### config.mk
export PLATFORM = sky130hd
export DESIGN_NAME = wft_ctrl
export DESIGN_NICKNAME = d
export VERILOG_FILES = /design/src/rtl/core/wft_pkg.sv /design/src/rtl/core/wft_ctrl.sv
export VERILOG_INCLUDE_DIRS = /design/src /design/src/rtl/core
export SDC_FILE = /design/constraint.sdc
export NUM_CORES = 1
export LEC_CHECK = 0
export ABC_AREA = 1
export BUFFER_PORTS_ARGS = -buffer_cell sky130_fd_sc_hd__buf_2
export CAP_MARGIN = 20
export CORE_UTILIZATION = 50
export CTS_CLUSTER_SIZE = 40
export DETAILED_ROUTE_END_ITERATION = 6
export PLACE_DENSITY = 0.86
export SYNTH_ARGS = -nofsm -noshare
export SYNTH_HDL_FRONTEND = slang
export SYNTH_SLANG_ARGS = --single-unit
export TNS_END_PERCENT = 30
### constraint.sdc
create_clock -name clk -period 1.5 [get_ports clk]
set_input_delay 0.15 -clock clk [delete_from_list [all_inputs] [get_ports clk]]
set_output_delay 0.15 -clock clk [all_outputs]
set_load 0.02 [all_outputs]
### src/rtl/core/word_frequency_table_unit_assert.svh
// Assertion macros shared by the word frequency table modules.
`ifndef WORD_FREQUENCY_TABLE_UNIT_ASSERT_SVH
`define WORD_FREQUENCY_TABLE_UNIT_ASSERT_SVH

// Checks that a condition implies a consequence on the same edge.
`define WFT_ASSERT_IMPL(label, clk, rst_n, cond, cons) \
  label: assert property (@(posedge clk) disable iff (!rst_n) (cond) |-> (cons)) \
    else $error("assertion failed");

// Checks that a condition implies a consequence on the next edge.
`define WFT_ASSERT_NEXT(label, clk, rst_n, cond, cons) \
  label: assert property (@(posedge clk) disable iff (!rst_n) (cond) |=> (cons)) \
    else $error("assertion failed");

`endif

### src/rtl/core/wft_pkg.sv
package wft_pkg;

  localparam logic [7:0] CHAR_SPACE = 8'h20;
  localparam logic [7:0] CHAR_COMMA = 8'h2C;
  localparam logic [7:0] CHAR_COLON = 8'h3A;
  localparam logic [7:0] CHAR_SEMI  = 8'h3B;
  localparam logic [7:0] CHAR_DOT   = 8'h2E;
  localparam logic [7:0] CHAR_UPPER_A = 8'h41;
  localparam logic [7:0] CHAR_UPPER_Z = 8'h5A;
  localparam logic [7:0] CASE_OFFSET  = 8'h20;

  typedef struct packed {
    logic take_char;
    logic close_word;
    logic scan_start;
    logic scan_step;
    logic cmp_start;
    logic cmp_step;
    logic do_update;
    logic do_insert;
    logic do_full;
    logic copy_step;
    logic rd_count;
  } wft_cmd_t;

  typedef struct packed {
    logic word_empty;
    logic scan_done;
    logic len_match;
    logic cmp_done;
    logic cmp_mismatch;
    logic table_full;
    logic copy_done;
  } wft_sts_t;

  typedef enum logic [8:0] {
    ST_IDLE   = 9'b000000001,
    ST_CLOSE  = 9'b000000010,
    ST_ENTRY  = 9'b000000100,
    ST_LEN    = 9'b000001000,
    ST_CMP    = 9'b000010000,
    ST_RDCNT  = 9'b000100000,
    ST_UPDATE = 9'b001000000,
    ST_COPY   = 9'b010000000,
    ST_OUT    = 9'b100000000
  } wft_state_t;

  function automatic logic is_trail_mark(input logic [7:0] c);
    return (c == CHAR_COMMA) || (c == CHAR_COLON) || (c == CHAR_SEMI) || (c == CHAR_DOT);
  endfunction

endpackage

### src/rtl/core/wft_ctrl.sv
module wft_ctrl (
  input  logic              clk,
  input  logic              rst_n,
  input  logic              in_valid,
  input  logic              in_end,
  input  logic              char_is_space,
  input  logic              out_stall,
  input  wft_pkg::wft_sts_t sts,
  output wft_pkg::wft_cmd_t cmd,
  output logic              in_stall,
  output logic              out_valid,
  output logic              last_entry
);

  wft_pkg::wft_state_t state_r, state_nxt;
  logic at_last_r, at_last_nxt;

  assign in_stall  = (state_r != wft_pkg::ST_IDLE);
  assign out_valid = (state_r == wft_pkg::ST_OUT);
  assign last_entry = at_last_r;

  always_comb begin
    cmd = '0;
    state_nxt = state_r;
    at_last_nxt = at_last_r;
    case (state_r)
      wft_pkg::ST_IDLE: begin
        if (in_valid) begin
          cmd.take_char = 1'b1;
          if (char_is_space || in_end) begin
            state_nxt = wft_pkg::ST_CLOSE;
          end
        end
      end
      wft_pkg::ST_CLOSE: begin
        cmd.close_word = 1'b1;
        cmd.scan_start = 1'b1;
        state_nxt = wft_pkg::ST_ENTRY;
      end
      wft_pkg::ST_ENTRY: begin
        if (sts.word_empty) begin
          state_nxt = wft_pkg::ST_IDLE;
        end else if (sts.scan_done) begin
          if (sts.table_full) begin
            cmd.do_full = 1'b1;
            state_nxt = wft_pkg::ST_OUT;
          end else begin
            cmd.cmp_start = 1'b1;
            state_nxt = wft_pkg::ST_COPY;
          end
        end else begin
          state_nxt = wft_pkg::ST_LEN;
        end
      end
      wft_pkg::ST_LEN: begin
        if (sts.len_match) begin
          cmd.cmp_start = 1'b1;
          state_nxt = wft_pkg::ST_CMP;
        end else begin
          cmd.scan_step = 1'b1;
          state_nxt = wft_pkg::ST_ENTRY;
        end
      end
      wft_pkg::ST_CMP: begin
        if (sts.cmp_mismatch) begin
          cmd.scan_step = 1'b1;
          state_nxt = wft_pkg::ST_ENTRY;
        end else if (sts.cmp_done) begin
          cmd.rd_count = 1'b1;
          state_nxt = wft_pkg::ST_RDCNT;
        end else begin
          cmd.cmp_step = 1'b1;
        end
      end
      wft_pkg::ST_RDCNT: begin
        state_nxt = wft_pkg::ST_UPDATE;
      end
      wft_pkg::ST_UPDATE: begin
        cmd.do_update = 1'b1;
        state_nxt = wft_pkg::ST_OUT;
      end
      wft_pkg::ST_COPY: begin
        if (sts.copy_done) begin
          cmd.do_insert = 1'b1;
          state_nxt = wft_pkg::ST_OUT;
        end else begin
          cmd.copy_step = 1'b1;
        end
      end
      wft_pkg::ST_OUT: begin
        if (!out_stall) begin
          state_nxt = wft_pkg::ST_IDLE;
        end
      end
      default: begin
        state_nxt = wft_pkg::ST_IDLE;
      end
    endcase
    at_last_nxt = sts.scan_done;
  end

  always_ff @(posedge clk) begin
    if (!rst_n) begin
      state_r   <= wft_pkg::ST_IDLE;
      at_last_r <= 1'b0;
    end else begin
      state_r   <= state_nxt;
      at_last_r <= at_last_nxt;
    end
  end

  `include "word_frequency_table_unit_assert.svh"

  `WFT_ASSERT_IMPL(a_busy_stalls, clk, rst_n, state_r != wft_pkg::ST_IDLE, in_stall)
  `WFT_ASSERT_NEXT(a_out_holds, clk, rst_n, out_valid && out_stall, out_valid)
  `WFT_ASSERT_IMPL(a_one_action, clk, rst_n, 1'b1,
    $onehot0({cmd.do_update, cmd.do_insert, cmd.do_full}))

endmodule

# Word level (Yosys, flattened, before mapping)
# Cells that the tools add are included.
[totals]
register_bits = 10
latchBits = 0
ramBits = 0
mem_bits_ro = 0
word_cells = 56
mem_count = 0
[op_classes]
add_sub_neg = 0
mul = 0
div_mod_pow = 0
n_lt_le_gt_ge = 0
n_eq_ne = 15
shifts = 0
mux = 37
n_bitwise = 0
n_reduce_logical = 2
[op_table]
columns = ["op", "n"]
rows = [
  ["2-to-1 mux 9 bit", 9],
  ["case mux 9 bit (9 select lines)", 1],
  ["2-to-1 mux 1 bit", 23],
  ["equality test 9 x 1 -> 1 bit, second input constant", 1],
  ["equality test 9 x 2 -> 1 bit, second input constant", 1],
  ["equality test 9 x 3 -> 1 bit, second input constant", 1],
  ["equality test 9 x 4 -> 1 bit, second input constant", 1],
  ["equality test 9 x 5 -> 1 bit, second input constant", 1],
  ["equality test 9 x 6 -> 1 bit, second input constant", 1],
  ["equality test 9 x 7 -> 1 bit, second input constant", 1],
  ["equality test 9 x 8 -> 1 bit, second input constant", 1],
  ["equality test 9 bit, second input constant", 1],
  ["inequality test 9 x 1 -> 1 bit, second input constant", 1],
  ["inequality test 2 bit, second input constant", 4],
  ["2-to-1 mux 5 bit", 1],
  ["AND reduction 5 bit", 1],
  ["case mux 1 bit (2 select lines)", 2],
  ["inequality test 3 bit, second input constant", 1],
  ["2-to-1 mux 2 bit", 1],
  ["logical OR 1 bit", 1],
]

# Depth between registers and ports, before layout
[depth]
word_depth = 4
depth_mapped = 10
mapped_depth_nobuf = 10

# Worst setup path before layout
# OpenSTA, ideal clock, no wires.
[synth_path]
path_kind = "reg-to-output"
from = "reg state_r[4]"
to = "out cmd[4] in the netlist's numbering"
arrival_ns = 1.283
slack_ns = 0.067
path_stages_with_launch = 4
path_buffers = 0
cell_sequence = "dfxtp_1 -> nor2_4 -> nand2_4 -> nor4_1"
[synth_rtl]
columns = ["element", "line_no", "text"]
rows = [
  ["from (decl)", "wft_ctrl.sv:15", "wft_pkg::wft_state_t state_r, state_nxt;"],
  ["from (signal assigned)", "wft_ctrl.sv:104", "state_r <= wft_pkg::ST_IDLE;"],
  ["from (signal assigned)", "wft_ctrl.sv:107", "state_r <= state_nxt;"],
  ["to (decl)", "wft_ctrl.sv:9", "output wft_pkg::wft_cmd_t cmd,"],
]

==> metrics.txt <==
Initial Util a little under three fifths; final setup vio count 19; hold path depth 3; post-synthesis sequential area ratio between 20% and 30%; number of vias per cell 5.70; leak pwr 0.731 nW; Clock Tree Buf Depth 2; Pins Over Slew Limit 0; setup ws final -0.201 ns; mapped cell area 897 um2; global-route wire length before repair ~4300 um; setup TNS -2.08 ns; Setup crit end kind output port; Slew headroom 74.1%; routed len/inst 17.5 um; synthesized area per cell 7.18 um2; Final Power 2.15 mW; port bufs 26; WP data required about 1.4 ns; max frequency 0.588 GHz; fill cell count 66; outcome finished with violations; FF+latch count, synth 10; clk sinks 10; minimum clock period 1.70 ns; FF+latch area 214 um2; design area 1450 um2; r2r setup slk -0.12 ns; initial antenna violation count 0; all-layer global routing usage a little under a third; Reg-to-Reg End state_r[0]; Final Non-Filler Cells 198; critical path peak fanout 5; hold path startpoint sts[5]; WHS Endpoint last_entry; pin slew with the least headroom to its limit slightly below 0.4 ns; fin nets 189; DRT Pass-1 Iters 5; Routed WL 3470 um; Multi-input gate area 699 um2; ANT nets after route 0; Cells after Synth 125; CP Launch Type flip-flop; Die Wd between 40 and 50 um; total die area 1970 um2; H-tree depth 1; clk_skew 0.00263 ns; DP Cell Count around 170; number of synthesized flops with an enable pin 0; failing checks setup timing; Ports 27; Synthesis Warnings 0; worst setup path class flip-flop to output port; unrepaired setup endpoints after global routing yes; DRC violations left 0; CP arrival approximately 1.6 ns; diode count 0; root buffer cell clkbuf_4; post-place instance area 1030 um2; FF-to-FF Start state_r[0]; DP HPWL 1520 um; Power per Cell Area 1490 nW/um2; Hold Crit Class input pin to flip-flop; commonest register cell after synthesis dfxtp_1; VDD IR max 1.05 mV; Syn Nets 138; Final Hold Slack 0.159 ns; clk_lat worst skew 0.27 ns; site row count 14; global route overflow 0; core area roughly 1600 um2; Inserted Clock Buffers 3; share of layout cells above drive strength 1 59.8%; initial DRC count 82; routability congestion estimate between 0.9 and 1; synthesis-to-layout area growth 61.2%; vias in the first global route 1043; post-synth cell types 29; MaxCap Viol Count 0; largest net degree at the start of global routing 9; asr flop ratio synth 0%; Reg2Reg Depth 13; register clock-pin slew on the reported worst setup and hold paths 0.06 ns; Final period util 113%; DR vias between 1000 and 1500; CTS tree yes; Final Hold Viols 0; Die Span Y 44.4 um
==> final cells by class <==
| type | instances | area share, % |
|---|---|---|
| timing repair buffer | 48 | 25.5 |
| tap | 24 | 2.08 |
| inverter | 27 | 7.70 |
| multi-input combinational | 86 | 48.4 |
| clock buffer | 3 | 1.56 |
| sequential | 10 | 14.8 |
==> Yosys cell counts, drive strengths merged, types with 2 or more instances <==
cell / instances / share of area [%]
nor4: 2 / 2.1
nor3: 6 / 3.9
o21bai: 2 / 1.7
nand3: 11 / 11
dfxtp: 10 / 22
nor2: 26 / 19
buf: 2 / 2.5
nand4: 5 / 5.9
inv: 26 / 11
nand2: 29 / 15
o21ai: 3 / 2.1
==> what timing repair did <==
item,CTS,global route
setup endpoints to repair,12,21
pin swaps,10,10
hold buffers,0,0
endpoints found under the hold margin,0,0
setup buffers,16,6
resized for setup,27,31
==> metrics by stage <==
| step | setup slack [ns] | utilization (%) |
|---|---|---|
| after detailed placement | 0.0667 | 64.9 |
| after floorplan | 0.0673 | - |
| after global routing | -0.227 | 90.7 |
| after global placement | 0.119 | 64.9 |
| final | -0.201 | 90.7 |
| after CTS | -0.131 | 79.6 |
==> power by group <==
part | internal (mW) | total [mW] | switching (mW)
combinational | 0.607 | 1.54 | 0.938
clock | 0.0931 | 0.190 | 0.0969
sequential | 0.328 | 0.416 | 0.0879
==> worst max-delay path by stage <==
stage                          start  endpoint  slack, ns  cells past startpoint
after floorplan           state_r[4]    cmd[4]       0.07                      3
after global placement    state_r[7]    cmd[6]       0.12                      8
after detailed placement  state_r[0]    cmd[6]       0.07                      8
after CTS                 state_r[5]    cmd[6]      -0.13                      8
after global routing      state_r[4]    cmd[9]      -0.23                      7
final                     state_r[4]    cmd[8]      -0.20                      7
==> cell families after synthesis <==
group                  Yosys count  share of synthesized area, %
AO/OA/AOI/OAI                    7                          6.55
buffers and inverters           29                          14.2
flip-flops                      10                          22.3
AND/OR/NAND/NOR                 79                          56.9
==> state kept, by name, summed over array words and instances (netlist names) <==
signal      count
last_entry      1
state_r         9
==> layer usage <==
| metal | wire (um) | share of wire, % | track usage, % | up-vias |
|---|---|---|---|---|
| met3 | 338 | 9.7 | 2.86 | 25 |
| li1 | - | - | - | 498 |
| met4 | 185 | 5.3 | 21.8 | 0 |
| met2 | 1740 | 50 | 54.4 | 111 |
| met5 | 0 | 0 | 0 | - |
| met1 | 1210 | 35 | 32.3 | 494 |
==> critical path: stages, from the launching register on <==
cell,delay (ns)
dfxtp_4,0.36
nor2_4,0.16
buf_12,0.13
nand2_8,0.06
nor2_8,0.15
nand2_1,0.14
inv_2,0.12
buf_4,0.15
==> layout by cell type, fill, tap and decap left out, types with 3 or more instances in the layout <==
cell type,netlist,final
nand2_1,24,23
clkbuf_4,0,3
nand3_2,3,5
inv_1,23,21
buf_4,1,23
nor2_1,15,11
dfxtp_1,10,3
buf_2,0,15
nand4_1,3,3
dfxtp_2,0,5
buf_6,0,9
nand2_4,3,3
nor2_4,4,9
nor2_2,5,4
inv_2,2,3
nand3_4,2,4
nor3_1,5,3
Power figures use the tool's default switching activity.
